**config.mk**
```make
export PLATFORM = sky130hd
export DESIGN_NAME = ate3_round
export DESIGN_NICKNAME = d
export VERILOG_FILES = /design/src/hw/rtl/ate3_pkg.sv /design/src/hw/rtl/ate3_round.sv
export SDC_FILE = /design/constraint.sdc
export NUM_CORES = 1
export LEC_CHECK = 0
export BUFFER_PORTS_ARGS = -buffer_cell sky130_fd_sc_hd__buf_2
export CORE_AREA = 2 2 244 246
export CTS_CLUSTER_DIAMETER = 80
export DETAILED_ROUTE_END_ITERATION = 6
export DIE_AREA = 0 0 246 248
export MAX_ROUTING_LAYER = met4
export PLACE_DENSITY = 0.52
export SLEW_MARGIN = 40
export SYNTH_ARGS = -nofsm -noshare
export SYNTH_HDL_FRONTEND = slang
export SYNTH_SLANG_ARGS = --single-unit
```
**constraint.sdc**
```tcl
create_clock -name clk -period 3.6 [get_ports clk]
set_input_delay 0.54 -clock clk [delete_from_list [all_inputs] [get_ports clk]]
set_output_delay 0.54 -clock clk [all_outputs]
set_load 0.02 [all_outputs]
```
**src/hw/rtl/ate3_pkg.sv**
```systemverilog
package ate3_pkg;

	// Default widths of the coefficient and data words.
	localparam int COEF_WIDTH_DEF = 18;
	localparam int DATA_WIDTH_DEF = 32;

	// Register port geometry: six registers at 8-byte spacing, 64-bit data.
	localparam int APB_ADDR_W = 6;
	localparam int APB_DATA_W = 64;

	// Number of pipeline stages from accepted item to result register.
	localparam int NUM_STAGES = 5;

	// Operation selected by the command field.
	typedef enum logic [1:0] {
		CMD_POINT  = 2'd0,
		CMD_VECTOR = 2'd1,
		CMD_TENSOR = 2'd2
	} cmd_t;

	// Register indexes, taken from paddr[5:3].
	typedef enum logic [2:0] {
		REG_ROW0 = 3'd0,
		REG_ROW1 = 3'd1,
		REG_ROW2 = 3'd2,
		REG_OFFX = 3'd3,
		REG_OFFY = 3'd4,
		REG_OFFZ = 3'd5
	} reg_idx_t;

	// Load enables of the pipeline registers, one per stage.
	typedef struct packed {
		logic ld_s1;
		logic ld_s2;
		logic ld_s3;
		logic ld_s4;
		logic ld_s5;
	} pipe_ctl_t;

	// Row and column of each output component of the symmetric tensor.
	localparam int PAIR_R [6] = '{0, 0, 0, 1, 1, 2};
	localparam int PAIR_C [6] = '{0, 1, 2, 1, 2, 2};

	// Input component that holds tensor element (k, l).
	localparam int TENS_IDX [3][3] = '{'{0, 1, 2}, '{1, 3, 4}, '{2, 4, 5}};

endpackage

```
**src/hw/rtl/ate3_round.sv**
```systemverilog
module ate3_round #(
	parameter int COEF_WIDTH = ate3_pkg::COEF_WIDTH_DEF,
	parameter int DATA_WIDTH = ate3_pkg::DATA_WIDTH_DEF
) (
	input  logic                                       clk,
	input  ate3_pkg::pipe_ctl_t                        ctl,
	input  logic signed [DATA_WIDTH+2*COEF_WIDTH+2:0]  acc_s4 [6],
	output logic signed [DATA_WIDTH-1:0]               res_s5 [6],
	output logic                                       ovf_s5
);
	import ate3_pkg::*;

	localparam int AW = DATA_WIDTH + 2 * COEF_WIDTH + 3;
	localparam int SH = 2 * (COEF_WIDTH - 2);
	localparam int SW = AW - SH;
	localparam logic signed [DATA_WIDTH-1:0] SAT_MAX = {1'b0, {(DATA_WIDTH-1){1'b1}}};
	localparam logic signed [DATA_WIDTH-1:0] SAT_MIN = {1'b1, {(DATA_WIDTH-1){1'b0}}};

	logic signed [AW-1:0]         rnd [6];
	logic        [SW-1:0]         shr [6];
	logic signed [DATA_WIDTH-1:0] res [6];
	logic        [5:0]            sat;

	// Round half up, then saturate when the bits above the result are not
	// all copies of its sign.
	always_comb begin
		for (int i = 0; i < 6; i++) begin
			rnd[i] = acc_s4[i] + (AW'(1) <<< (SH - 1));
			shr[i] = rnd[i][AW-1:SH];
			if (!shr[i][SW-1] && (|shr[i][SW-1:DATA_WIDTH-1])) begin
				res[i] = SAT_MAX;
				sat[i] = 1'b1;
			end else if (shr[i][SW-1] && !(&shr[i][SW-1:DATA_WIDTH-1])) begin
				res[i] = SAT_MIN;
				sat[i] = 1'b1;
			end else begin
				res[i] = $signed(shr[i][DATA_WIDTH-1:0]);
				sat[i] = 1'b0;
			end
		end
	end

	// Output register.
	always_ff @(posedge clk) begin
		if (ctl.ld_s5) begin
			res_s5 <= res;
			ovf_s5 <= |sat;
		end
	end

endmodule

```
* Word level (Yosys, flattened, before mapping)
Index checks and enable logic that the tools add are counted.
** Storage, ports and cells
- Bits in registers :: 193
- Bits in latches :: 0
- RAM bits :: 0
- ROM bits :: 0
- Input port bits :: 432
- Output and inout bits :: 193
- Word-level logic and storage cells :: 68
- Memories :: 0
** Operators by class
- Add/subtract/negate cells :: 6
- Multiply operators :: 0
- Divide/modulo/power cells :: 0
- Order comparisons :: 0
- Eq/ne operators :: 0
- Shifts and indexed selects :: 0
- Muxes and demuxes :: 18
- Bitwise logic cells :: 0
- Reduce and logical (&&, ||, !) cells :: 37
** Operators with widths (count)
- adder 71 x 33 -> 71 bit (second input constant) :: 6
- 2-to-1 mux 32 bit :: 6
- AND reduction 8 bit :: 6
- OR reduction 8 bit :: 6
- logical AND 1 bit :: 12
- zero test 1 bit :: 12
- 2-to-1 mux 1 bit :: 12
- OR reduction 6 bit :: 1

* Longest topological paths before layout
- Word-level depth :: 7
- Mapped depth :: 10
- Mapped depth without buffers :: 9

* Worst setup path after synthesis
OpenSTA, ideal clock, no wires.
- Path kind :: input to register
- Start :: input acc_s4[325] in the netlist's numbering
- End :: register ovf_s5 (data pin)
- Library setup time :: 265 ps
- Data arrival time :: 3172 ps
- Data required time :: 3335 ps
- Path slack :: 162 ps
- Stages :: 9
- Path buffers :: 1
- Cell sequence :: buf_4 > nand4_4 > nor4_4 > nand3_2 > or4b_1 > a311oi_1 > a31oi_1 > or4b_1 > or3_1
** On the way
- Word-level cells in the longest chain between the ends :: 7
- Elaborated cells on any way between the ends :: 10
- Those cells by class :: 1 x add/sub; 2 x mux; 7 x reduce/logical
** RTL lines
- start: declaration :: line ate3_round.sv:7 : input logic signed [DATA_WIDTH+2*COEF_WIDTH+2:0] acc_s4 [6],
- adder 71 x 33 -> 71 bit (*) :: line ate3_round.sv:28 : rnd[i] = acc_s4[i] + (AW'(1) <<< (SH - 1));
- AND reduction 8 bit :: line ate3_round.sv:33 : end else if (shr[i][SW-1] && !(&shr[i][SW-1:DATA_WIDTH-1])) begin
- zero test 1 bit :: line ate3_round.sv:33
- logical AND 1 bit :: line ate3_round.sv:33
- 2-to-1 mux 1 bit :: line ate3_round.sv:33
- 2-to-1 mux 1 bit (*) :: line ate3_round.sv:30 : if (!shr[i][SW-1] && (|shr[i][SW-1:DATA_WIDTH-1])) begin
- OR reduction 6 bit (*) :: line ate3_round.sv:47 : ovf_s5 <= |sat;
- end signal: assignment :: line ate3_round.sv:47
- end: declaration :: line ate3_round.sv:9 : output logic ovf_s5
Every way passes the cells marked *; elsewhere a longest branch is shown, timed or not.
A chain may end at the register's enable or synchronous reset.

* Worst setup path after layout
- Start :: input acc_s4[107] in the netlist's numbering
- End :: register ovf_s5 (data pin)
The elaborated chain is that of the path after synthesis.

==> flow_metrics.tcl <==
set metrics [dict create \
    status "finished clean" \
    startpoint_type "input port" \
    hold_viol 0 \
    netlist_area_um2 11900 \
    place_ws_ns -0.0392 \
    ys.flop_type "edfxtp_1" \
    first_iter_violations 637 \
    yosysUniqueCellTypes 60 \
    syn_avg_cell_area_um2 9.86 \
    clock-root-buffer "clkbuf_16" \
    postCtsSetupBuffers 0 \
    std_cell_rows 89 \
    dp_cells 2466 \
    slew-limit-headroom 0.495 \
    fin_setup_tns_ns 0 \
    worstHoldPathCells 3 \
    layout_common_cells "buf_2 (433), o21ai_0 (197), edfxtp_1 (193)" \
    async_flop_share 0 \
    synth_warnings 0 \
    path_cells "buf_2 -> nand3_1 -> or4_1 -> or4_1 -> nor3_1 -> o221a_2 -> mux2i_2 -> or4b_1 -> or3_1" \
    hold_path_class "in -> reg" \
    setup_slack_ns 0.470 \
    crit_top_cell "or4_1" \
    wl_um 45500 \
    cp-end-kind "flop" \
    ir_drop_mv 0.363 \
    wire_per_inst_um 18.2 \
    final_common_cell "buf_2" \
    rsz0062_at_grt "no" \
    clock_sinks 193 \
    final-max-slew-violation-count 0 \
    period_share 0.869 \
    grtUsageTotal 0.152 \
    power_leakage_nw 6.07 \
    yosysSeqAreaShare 0.485 \
    cpPeakStageDelay_ns 0.56 \
    crit_buf_inv 1 \
    area_delta_synth_final_pct 36.3 \
    path_clk_slew_ns 0.08 \
    io_buffers 434 \
    fin_nets 2150 \
    cts_tree "done" \
    min_period_ns 3.13 \
    holdPathEnd "res_s5[159]" \
    synth_enable_flop_cells 193 \
    drc 0 \
    drive_gt1_frac 0.340 \
    cp.arrival_ns 3.36 \
    critical_path_class "in -> reg" \
    cts_buffer_depth 2 \
    final_cells 2505 \
    dpl.hpwl_um 36800 \
    synth-seq-cells 193 \
    cp_max_fo 3 \
    cts_inserted_buffers 17 \
    vias 11542 \
    die_h_um 248 \
    fmax_mhz 319 \
    fin_util 0.279 \
    ctsResizeCount 0 \
    grt_max_degree 76 \
    syn-instance-count 1211 \
    worstMarginPinSlew_ns 0.758 \
    h-tree-depth 4 \
    io_pins 625 \
    cellPowerDensity_nw_per_um2 366 \
    die_area_um2 61000 \
    worstPathRequired_ns 3.83 \
    antenna_found_initial 8 \
    grt_pass1_wl_um 67800 \
    core-area_um2 58500 \
    setup_viol 0 \
    syn-num-nets 1649 \
    gp_congestion 0.922 \
    cts_hold_buf 0 \
    hold_start "acc_s4[354]" \
    drtAntennaViolNets 0 \
    max_cap_violations 0 \
    drt-vias-per-instance 4.61 \
    n_fill_cell 6280 \
    die_w_um 246 \
    grt_overflow 0 \
    total_power_mw 5.97 \
    slowest_stage "or4_1" \
    firstDrtPassIters 5 \
    crit_family "simple AND/OR/NAND/NOR gates" \
    start_util 0.204 \
    grt_pass1_vias 11486 \
]
logic make-up after synthesis:
| logic type | Yosys count | share of synthesized area |
|---|---|---|
| AND/OR/NAND/NOR | 493 | 0.223 |
| AO/OA/AOI/OAI | 242 | 0.112 |
| XOR/XNOR | 196 | 0.144 |
| flip-flops | 193 | 0.485 |
| buffers and inverters | 73 | 0.0233 |
| multiplexers | 8 | 0.00670 |
| adder cells (fa/ha/maj) | 6 | 0.00628 |
routing by layer:
| metal | GRT usage | part of all wire | up-vias |
|---|---|---|---|
| li1 | - | - | 5526 |
| met1 | 0.187 | 0.43 | 5503 |
| met2 | 0.240 | 0.46 | 474 |
| met3 | 0.0474 | 0.092 | 39 |
| met4 | 0.0398 | 0.012 | 0 |
| met5 | - | 0 | - |
stage by stage:
step / area [um2] / hold WS [ns]
floorplan: 11900 / 0.652
global placement: 15700 / 0.931
detailed placement: 15700 / 0.924
CTS: 16300 / 0.377
global route: 16300 / 0.421
finish: 16300 / 0.431
power by group:
part	leakage (nW)	total (mW)	switching [mW]	internal, mW
sequential	1.90	2.76	0.0608	2.70
clock	0.286	2.01	0.969	1.04
combinational	3.88	1.20	0.788	0.409
sequential cells by signal (all words and copies together) (netlist names):
signal  count
ovf_s5      1
res_s5    192
how the worst max path moves through the flow:
stage | from | end | slack [ns] | cells after the start
2_1_floorplan | acc_s4[325] | ovf_s5 | 0.16 | 9
3_3_place_gp | acc_s4[325] | ovf_s5 | -0.05 | 10
3_5_place_dp | acc_s4[334] | ovf_s5 | -0.04 | 10
4_1_cts | acc_s4[334] | ovf_s5 | 0.52 | 10
5_1_grt | acc_s4[107] | res_s5[40] | 0.34 | 10
6_report | acc_s4[107] | ovf_s5 | 0.47 | 9
cell usage after synthesis (3+ instances only):
master,count,area share
a21oi_1,5,0.0021
a31o_2,4,0.0029
a31oi_1,6,0.0031
and2_1,11,0.0058
and3_1,28,0.015
and4_1,18,0.013
clkbuf_1,42,0.013
edfxtp_1,193,0.49
ha_1,6,0.0063
inv_1,29,0.0091
mux2i_1,8,0.0067
nand2_1,102,0.032
nand3_1,95,0.040
nand4_1,65,0.034
nor2_1,76,0.024
nor2b_1,5,0.0026
nor3_1,23,0.0096
nor3b_1,3,0.0019
nor4_1,18,0.0094
nor4_4,3,0.0053
o2111ai_1,3,0.0022
o211ai_1,4,0.0025
o21ai_0,197,0.083
o31ai_1,4,0.0025
or2_2,11,0.0058
or3_1,9,0.0047
or4_1,6,0.0038
xnor2_1,76,0.056
xor2_1,120,0.088
cell type report:
class                           instances  area, um2  area share
Tap cell                              773        967      0.0594
Multi-Input combinational cell        945       5890       0.362
Antenna cell                            7       17.5     0.00108
Clock buffer                           19        433      0.0266
Clock inverter                         13        150     0.00922
Inverter                               29        109     0.00668
Sequential cell                       193       5800       0.356
Timing Repair Buffer                  526       2920       0.179
Note: power is estimated with default switching activity, not from simulation.
