`src/hw/rtl/ate3_pkg.sv`:
```
package ate3_pkg;

	// Default widths of the coefficient and data words.
	localparam int COEF_WIDTH_DEF = 18;
	localparam int DATA_WIDTH_DEF = 32;

	// Register port geometry: six registers at 8-byte spacing, 64-bit data.
	localparam int APB_ADDR_W = 6;
	localparam int APB_DATA_W = 64;

	// Number of pipeline stages from accepted item to result register.
	localparam int NUM_STAGES = 5;

	// Operation selected by the command field.
	typedef enum logic [1:0] {
		CMD_POINT  = 2'd0,
		CMD_VECTOR = 2'd1,
		CMD_TENSOR = 2'd2
	} cmd_t;

	// Register indexes, taken from paddr[5:3].
	typedef enum logic [2:0] {
		REG_ROW0 = 3'd0,
		REG_ROW1 = 3'd1,
		REG_ROW2 = 3'd2,
		REG_OFFX = 3'd3,
		REG_OFFY = 3'd4,
		REG_OFFZ = 3'd5
	} reg_idx_t;

	// Load enables of the pipeline registers, one per stage.
	typedef struct packed {
		logic ld_s1;
		logic ld_s2;
		logic ld_s3;
		logic ld_s4;
		logic ld_s5;
	} pipe_ctl_t;

	// Row and column of each output component of the symmetric tensor.
	localparam int PAIR_R [6] = '{0, 0, 0, 1, 1, 2};
	localparam int PAIR_C [6] = '{0, 1, 2, 1, 2, 2};

	// Input component that holds tensor element (k, l).
	localparam int TENS_IDX [3][3] = '{'{0, 1, 2}, '{1, 3, 4}, '{2, 4, 5}};

endpackage

```
`src/hw/rtl/ate3_regs.sv`:
```
module ate3_regs #(
	parameter int COEF_WIDTH = ate3_pkg::COEF_WIDTH_DEF,
	parameter int DATA_WIDTH = ate3_pkg::DATA_WIDTH_DEF
) (
	input  logic                              clk,
	input  logic                              arst_n,
	input  logic                              psel,
	input  logic                              penable,
	input  logic                              pwrite,
	input  logic [ate3_pkg::APB_ADDR_W-1:0]   paddr,
	input  logic [ate3_pkg::APB_DATA_W-1:0]   pwdata,
	output logic [ate3_pkg::APB_DATA_W-1:0]   prdata,
	output logic signed [COEF_WIDTH-1:0]      coef [3][3],
	output logic signed [DATA_WIDTH-1:0]      offs [3]
);
	import ate3_pkg::*;

	localparam int RW = 3 * COEF_WIDTH;
	localparam int CF = COEF_WIDTH - 2;

	logic [RW-1:0]         row_q [3];
	logic [DATA_WIDTH-1:0] off_q [3];
	reg_idx_t              idx;
	logic                  wr_en;

	assign idx   = reg_idx_t'(paddr[APB_ADDR_W-1:3]);
	assign wr_en = psel && penable && pwrite;

	// Register writes; reset loads the identity matrix and a zero offset.
	always_ff @(posedge clk or negedge arst_n) begin
		if (!arst_n) begin
			for (int r = 0; r < 3; r++) begin
				row_q[r] <= RW'(1) << (r * COEF_WIDTH + CF);
				off_q[r] <= '0;
			end
		end else if (wr_en) begin
			case (idx)
				REG_ROW0: row_q[0] <= pwdata[RW-1:0];
				REG_ROW1: row_q[1] <= pwdata[RW-1:0];
				REG_ROW2: row_q[2] <= pwdata[RW-1:0];
				REG_OFFX: off_q[0] <= pwdata[DATA_WIDTH-1:0];
				REG_OFFY: off_q[1] <= pwdata[DATA_WIDTH-1:0];
				REG_OFFZ: off_q[2] <= pwdata[DATA_WIDTH-1:0];
				default: ;
			endcase
		end
	end

	// Read data mux.
	always_comb begin
		case (idx)
			REG_ROW0: prdata = APB_DATA_W'(row_q[0]);
			REG_ROW1: prdata = APB_DATA_W'(row_q[1]);
			REG_ROW2: prdata = APB_DATA_W'(row_q[2]);
			REG_OFFX: prdata = APB_DATA_W'(off_q[0]);
			REG_OFFY: prdata = APB_DATA_W'(off_q[1]);
			REG_OFFZ: prdata = APB_DATA_W'(off_q[2]);
			default:  prdata = '0;
		endcase
	end

	// Unpack the coefficients; column 0 sits in the low bits of a row.
	always_comb begin
		for (int r = 0; r < 3; r++) begin
			for (int c = 0; c < 3; c++) begin
				coef[r][c] = $signed(row_q[r][c*COEF_WIDTH +: COEF_WIDTH]);
			end
			offs[r] = $signed(off_q[r]);
		end
	end

endmodule

```
`config.mk`:
```
export PLATFORM = sky130hd
export DESIGN_NAME = ate3_regs
export DESIGN_NICKNAME = d
export VERILOG_FILES = /design/src/hw/rtl/ate3_pkg.sv /design/src/hw/rtl/ate3_regs.sv
export SDC_FILE = /design/constraint.sdc
export NUM_CORES = 1
export LEC_CHECK = 0
export ABC_AREA = 1
export BUFFER_PORTS_ARGS = -buffer_cell sky130_fd_sc_hd__buf_2
export CAP_MARGIN = 10
export CORE_MARGIN = 2
export CORE_UTILIZATION = 55
export DETAILED_ROUTE_END_ITERATION = 10
export PLACE_DENSITY = 0.86
export RECOVER_POWER = 25
export SETUP_SLACK_MARGIN = 0.3
export SLEW_MARGIN = 20
export SYNTH_ARGS = -nofsm -noshare
export SYNTH_HDL_FRONTEND = slang
export SYNTH_SLANG_ARGS = --single-unit
export TNS_END_PERCENT = 30
```
`constraint.sdc`:
```
create_clock -name clk -period 1.7 [get_ports clk]
set_input_delay 0.085 -clock clk [delete_from_list [all_inputs] [get_ports clk]]
set_output_delay 0.085 -clock clk [all_outputs]
set_load 0.02 [all_outputs]
```
# Word level (Yosys, flattened, before mapping)
# Index checks and enable logic that the tools add are counted.
# Widths: inputs -> output; s select.
totals:
  wordCells: 21
  output_inout_bits: 322
  inputBits: 75
  ff_bits: 258
op_classes:
  n_reduce_logical: 9
  n_mux: 1
  n_eq_ne: 5
ops:
  columns: ["operator", "n"]
  rows:
  - ["$pmux 54 s6", 1]
  - ["$reduce_and 2->1", 6]
  - ["$eq 3x2->1 const B", 2]
  - ["$eq 3x3->1 const B", 2]
  - ["$eq 3x1->1 const B", 1]
  - ["$logic_not 3->1", 1]
  - ["$logic_and 1x1->1", 2]

# Logic depth before layout (Yosys ltp)
# Gate-level depths: netlist (run 1).
depth:
  word_depth: 3
  ltp_mapped: 8
  ltp_nobuf: 6

# Worst setup path before layout (run 1)
# Ideal clock, no wire load.
synth_timing:
  path_type: "input-to-reg"
  start: "input port paddr[3] (netlist bit)"
  end: "register row_q (netlist bit coef[1])"
  stages: 7
  path_buffers: 3
  setup_ns: 0.130
  arrival_ns: 1.036
  setup_slack_ns: 0.534
  t_required_ns: 1.570
  cell_sequence: "buf_4 -> nor3_4 -> nand2_2 -> buf_2 -> buf_6 -> nand2_1 -> o21ai_0"
synth_between:
  elab_chain_len: 2
synth_lines:
  columns: ["item", "line_no", "source"]
  rows:
  - ["start: declaration", "ate3_regs.sv:10", "input logic [ate3_pkg::APB_ADDR_W-1:0] paddr,"]
  - ["$eq 3x2->1", "ate3_regs.sv:37", "case (idx)"]
  - ["$reduce_and 2->1 (no source line)", null, null]
  - ["end signal: indexed assignment", "ate3_regs.sv:33", "row_q[r] <= RW'(1) << (r * COEF_WIDTH + CF);"]
  - ["end: declaration", "ate3_regs.sv:21", "logic [RW-1:0] row_q [3];"]
# No other way between the ends.
# A chain may end at the register's enable or synchronous reset.

# Worst setup path after layout (run 1)
layout_timing:
  start: "register row_q (netlist bit coef[95])"
  end: "output port prdata[5] (netlist bit)"
layout_between:
  elab_chain_len: 1
layout_lines:
  columns: ["item", "line_no", "source"]
  rows:
  - ["$pmux 54 s6", "ate3_regs.sv:51", "case (idx)"]
  - ["end: declaration", "ate3_regs.sv:12", "output logic [ate3_pkg::APB_DATA_W-1:0] prdata,"]
# No other way between the ends.

==> reports/metrics.csv, run 1 <==
stage,metric,value,unit
placed_design,gp_congestion,0.8832,
floorplanning,fp.dieH,153.4,um
global_route,top_usage_layer,met2,
power_and_ir_drop,pwr-share-comb,29.9,%
cts,htree_levels,1,
synthesis,synth_cell_types,22,
timing,max_freq,0.6328,GHz
cts,cts_tree,done,
synthesis,synth.top_cell.area_share,51.96,%
cts,cts.path.max_buffers,3,
cts,path_clk_slew,60,ps
power_and_ir_drop,clkPwrFrac,28.6,%
route,wl_per_cell,19.53,um
floorplanning,design.die.area,23540,um2
finish,fill_cells,1531,
timing,period_needed,1580,ps
run,max_cap_viol_count,0,
global_route,grt_max_degree,79,
global_route,grt_overflow,0,
finish,layout-drive-gt1-share,26.27,%
synthesis,synth_cells,1580,
finish,final_cell_mix,"566 x nand2_1, 355 x buf_2, 269 x o21ai_0, 255 x dfrtp_1, 105 x inv_1",
floorplanning,num_rows,54,
run_status,status,finished clean,
critical_path,cp-end-kind,output pin,
placed_design,port_buffers,373,
timing,finalCritPeriodShare,92.96,%
power_and_ir_drop,p_int,12.68,mW
floorplanning,initial_utilization,56.10,%
power_and_ir_drop,power.switching,7.289,mW
synthesis,synthFlopType,dfrtp_1,
placed_design,hpwl,27.87,mm
global_route,grt_util_met3,8.733,%
critical_path,crit_type,reg -> out,
route,postRouteAntennaNets,0,
power_and_ir_drop,power,19.97,mW
cts,clkSinkCount,258,
timing,slew_headroom,25.25,%
power_and_ir_drop,vdd_ir_drop_max,0.7788,mV
global_route,met2_usage,59.40,%
synthesis,avgSynthCellArea,7.773,um2
timing,hold_viol,0,
synthesis,ys_ff_latch,258,
timing,setup_tns,0,ps
critical_path,critical_path_required,1620,ps
route,vias,13750,
critical_path,cp.arrival,1500,ps
finish,syn_to_final_growth,33.62,%
synthesis,yosysSeqAreaShare,52.60,%
finish,layout.nets,2087,
timing,skew,0,ps
global_route,grt_usage,36.86,%
timing,maxSlewViolCount,0,
cts,cts_root_buf,clkbuf_16,
critical_path,cp-start-kind,flop,
timing,tightest_slew,1121,ps
synthesis,yosys-top-cells-area,"dfrtp_1 52%, nand2_1 17%, o21ai_0 10%, nand4_1 4.6%, nand3_1 3.6%",
synthesis,synth-async-reset-ratio,100.0,%
power_and_ir_drop,switching_share,36.50,%
power_and_ir_drop,seq_power_share,41.5,%
finish,layout_commonest_cell,nand2_1,
global_route,use_met1,47.18,%
floorplanning,num_io_pins,397,
timing,rsz0062_at_grt,true,
timing,setup_viol,0,
route,vias_per_cell,5.950,
critical_path,ff2ff_setup_slack,750,ps
route,drc,0,
synthesis,synth_edf_count,0,
critical_path,path_max_fanout,3,
route,first_pass_iters,6,
cts,clk_latency,530,ps
global_route,grt_pass1_wl,69.70,mm
route,wl,45.13,mm
power_and_ir_drop,powerDensity,1217,nW/um2
route,initialDrtViolationCount,1635,
floorplanning,core_area,21890,um2
min_path,hp-class,in -> async,
cts,numCtsBuffers,26,
global_route,antenna_found_initial,2,
synthesis,synth_area_leader_cell,dfrtp_1,
synthesis,synth.cell_area,12280,um2
floorplanning,die_w,153.4,um
power_and_ir_drop,cellLeakagePower,9.220,nW
synthesis,synth-warning-count,0,
global_route,grt_pass1_vias,13020,
==> kinds of logic after synthesis <==
group / Yosys count / share of synthesized area (%)
DFF: 258 / 52.60
other: 1 / 0.03053
buffers and inverters: 239 / 8.354
and+or+nand+nor: 796 / 27.36
AOI/OAI and AO/OA: 286 / 11.65
==> worst max-delay path, cell delays in order (launching register included) <==
cell	delay (ps)
dfrtp_1	400
inv_1	70
o21ai_0	220
inv_1	80
nand2_1	90
buf_6	110
==> sequential cells by signal, summed over array words and instances (netlist names) <==
name / cells
offs: 96
coef: 162
==> power groups by stage <==
| stage | Sequential (mW) | Combinational (mW) | Clock (mW) |
|---|---|---|---|
| final | 8.29 | 5.96 | 5.71 |
| after global routing | 8.40 | 6.37 | 5.98 |
| after CTS | 8.24 | 5.69 | 5.76 |
| after detailed placement | 8.35 | 5.29 | 0 |
| after global placement | 8.32 | 5.14 | 0 |
| after floorplan | 9.60 | 1.63 | 0 |
==> per-layer routing <==
layer	up-vias	part of all wire [%]
met5	-	0
met3	220	13
met4	0	5.3
met2	1214	47
li1	5972	-
met1	6344	35
==> area by class of cell <==
class	instances	area (um2)	share of cell area, %
Sequential cell	258	6460	39.36
Multi-Input combinational cell	1092	4913	29.94
Timing Repair Buffer	524	3420	20.84
Clock buffer	39	790.8	4.819
Inverter	110	412.9	2.516
Tap cell	280	350.3	2.135
Clock inverter	6	58.81	0.3583
Antenna cell	2	5.005	0.03050
==> through the flow <==
stage / util [%] / std cells / cell area, um2 / setup slack, ps / hold slack (ps)
after floorplan: - / 1589 / 12320 / 534.2 / -210.6
after global placement: 66.57 / 2158 / 14570 / 311.2 / 20.34
after detailed placement: 66.57 / 2158 / 14570 / 267.2 / 22.20
after CTS: 74.18 / 2285 / 16240 / 146.2 / 63.59
after global routing: 74.95 / 2310 / 16410 / 45.23 / 81.04
final: 74.97 / 2311 / 16410 / 119.6 / 60.96
==> Yosys cell counts (5+ instances only) <==
cell,count
a21oi_1,10
nand2_1,566
dfrtp_1,255
buf_4,15
inv_1,105
nand4_1,90
clkbuf_1,51
buf_1,20
o21ai_0,256
nand3_1,88
o21ai_1,20
nor2_1,44
buf_2,38
inv_2,5
==> final timing paths <==
kind / start / end / cells past startpoint
min in group clk: penable / offs[63]$_DFFE_PN0P_ / 4
hold reg to reg: coef[47]$_DFFE_PN0P_ / coef[47]$_DFFE_PN0P_ / 2
hold / removal: arst_n / coef[73]$_DFFE_PN0P_ / 2
max in group asynchronous: arst_n / offs[81]$_DFFE_PN0P_ / 3
setup / recovery: coef[95]$_DFFE_PN0P_ / prdata[5] / 5
setup reg to reg: coef[31]$_DFFE_PN0P_ / coef[31]$_DFFE_PN0P_ / 4
==> repair_timing <==
item                                    4_1_cts  5_1_grt
setup buffers                                27       24
hold endpoints to repair                    514        0
endpoints found under the setup margin       37       55
gates resized for setup                      20       25
hold buffers                                 55        0
pin swaps                                    17       19
Note: power is estimated with default switching activity, not from simulation.
==> inputs of run 2 (changes only) <==
--- a/config.mk
+++ b/config.mk
@@ -8,6 +8,7 @@
 export ABC_AREA = 1
 export BUFFER_PORTS_ARGS = -buffer_cell sky130_fd_sc_hd__buf_2
 export CAP_MARGIN = 10
+export CORE_ASPECT_RATIO = 0.8
 export CORE_MARGIN = 2
 export CORE_UTILIZATION = 55
 export DETAILED_ROUTE_END_ITERATION = 10
==> run 2 against run 1 <==
Net effect:
- sequential share of layout area shrank 0.50 points
- sequential cell count unchanged
- routed wire length rose by 3.7%
- non-clock buffer count is 10 higher
- count of clock-buffer cells in the layout down 1
- hold slack gained 5.2 ps
- total power grew 3.5%
- die area hardly changed
- largest cell class unchanged
- clock skew did not move
- design area up 1.3%
- largest power group unchanged
- highest routed layer unchanged
- first-iteration DRC count increased by 12%
- critical path depth stayed put
==> reports/metrics.csv, run 2 (synthesis results as in run 1) <==
stage,metric,value,unit
finish,ff_latch_area,6460,um2
timing,period_needed,1581,ps
placed_design,gp_congestion,0.8666,
cts,clk_latency,530,ps
floorplanning,initial_utilization,56.49,%
floorplanning,die_w,171.1,um
floorplanning,fp.dieH,137.7,um
timing,rsz0062_at_grt,true,
route,drc,0,
timing,setup_viol,0,
route,initialDrtViolationCount,1834,
global_route,grt_overflow,0,
finish,multi_input_area,4915,um2
cts,cts_root_buf,clkbuf_16,
global_route,grt_pass1_wl,69.35,mm
timing,skew,0,ps
power_and_ir_drop,vdd_ir_drop_max,1.080,mV
run,max_cap_viol_count,0,
global_route,grt_pass1_vias,12620,
power_and_ir_drop,cellLeakagePower,9.319,nW
finish,largest_register_ffs,162,
route,wl,46.79,mm
placed_design,hpwl,28.12,mm
timing,whs,66.13,ps
timing,slew_headroom,24.96,%
floorplanning,num_io_pins,397,
critical_path,cp.arrival,1500,ps
floorplanning,core_area,21740,um2
power_and_ir_drop,power,20.67,mW
route,wl_per_cell,19.96,um
route,postRouteAntennaNets,0,
critical_path,critical_path_required,1620,ps
cts,numCtsBuffers,26,
placed_design,port_buffers,373,
placed_design,placedCellCount,2176,
route,vias_per_cell,5.860,
critical_path,cp-start-kind,flop,
finish,final-instance-count-excl-fill,2344,
timing,finalCritPeriodShare,93.01,%
global_route,antenna_found_initial,3,
finish,syn_to_final_growth,35.33,%
cts,clkSinkCount,258,
timing,max_freq,0.6324,GHz
cts,htree_levels,1,
global_route,grt_usage,38.06,%
finish,final_cell_mix,"563 x nand2_1, 351 x buf_2, 255 x dfrtp_1, 252 x o21ai_0, 104 x inv_1",
timing,setup_tns,0,ps
global_route,grt_max_degree,85,
finish,layout.nets,2097,
timing,hold_viol,0,
route,vias,13740,
finish,layout-drive-gt1-share,26.80,%
cts,path_clk_slew,60,ps
floorplanning,design.die.area,23550,um2
finish,fill_cells,1536,
floorplanning,num_rows,48,
cts,cts.path.max_buffers,3,
finish,layout_commonest_cell,nand2_1,
critical_path,path_max_fanout,2,
run_status,status,finished clean,
min_path,hp-class,in -> reg,
critical_path,crit_type,reg -> out,
cts,cts_tree,done,
route,first_pass_iters,6,
timing,tightest_slew,1123,ps
finish,utilization,76.45,%
critical_path,cp-end-kind,output pin,
timing,maxSlewViolCount,0,
power_and_ir_drop,powerDensity,1244,nW/um2
[run 2: cell types whose count changed in the layout (fill, tap and decap cells not counted), moves of 4 or more]
cell,previous run,this run
clkbuf_8,7,3
buf_2,355,351
buf_12,16,11
bufinv_16,1,5
o21ai_0,269,252
buf_6,15,21
buf_4,72,85
o21ai_1,7,24
[run 2: per-stage QoR]
stage / area [um2] / worst slack, ps
finish: 16620 / 118.8
global route: 16620 / 65.77
CTS: 16320 / 160.7
detailed placement: 14490 / -72.03
global placement: 14490 / 73.14
floorplan: 12320 / 534.2
[run 2: final cells by class]
class                      instances  area share (%)
sequential                       258           38.87
inverter                         110           2.492
clock inverter                     9           1.069
multi-input combinational       1092           29.57
tap                              300           2.258
clock buffer                      38           4.494
antenna                            3         0.04517
timing repair buffer             534           21.21
[run 2: path summary, 6_finish.rpt]
| path | start | to | depth (start not counted) | slack [ps] |
|---|---|---|---|---|
| min in group asynchronous | arst_n | coef[95]$_DFFE_PN0P_ | 2 | 270 |
| hold reg to reg | coef[25]$_DFFE_PN0P_ | coef[25]$_DFFE_PN0P_ | 2 | 500 |
| setup / recovery | coef[30]$_DFFE_PN0P_ | prdata[30] | 5 | 120 |
| max in group asynchronous | arst_n | offs[67]$_DFFE_PN0P_ | 3 | 310 |
| hold / removal | penable | offs[33]$_DFFE_PN0P_ | 4 | 70 |
| setup reg to reg | offs[65]$_DFFE_PN0P_ | offs[65]$_DFFE_PN0P_ | 8 | 280 |
[run 2: routing by layer]
| layer | wire, um | part of all wire [%] | vias to the layer above | GRT usage, % |
|---|---|---|---|---|
| li1 | - | - | 6014 | - |
| met1 | 17200 | 37 | 6479 | 49.67 |
| met2 | 21830 | 47 | 1027 | 60.04 |
| met3 | 5496 | 12 | 217 | 9.940 |
| met4 | 2263 | 4.8 | 0 | 17.51 |
| met5 | 0 | 0 | - | 0 |
[run 2: power breakdown]
| group | internal [mW] | switching, mW | leakage, nW |
|---|---|---|---|
| combinational | 2.12 | 4.00 | 5.55 |
| clock | 3.81 | 2.45 | 0.451 |
| sequential | 7.31 | 0.990 | 3.32 |
[run 2: critical path, stage by stage (launching register included)]
cell     delay (ps)
dfrtp_1         390
nand4_1         100
nand2_1         100
nor2_2          140
nand2_1          90
buf_6           140
[run 2: repair_timing]
item / 4_1_cts / 5_1_grt
endpoints found under the setup margin: 54 / 57
pin swaps: 22 / 36
setup buffers: 27 / 34
hold buffers: 55 / 0
gates cloned: 2 / 0
gates resized for setup: 29 / 36
hold endpoints to repair: 514 / 0
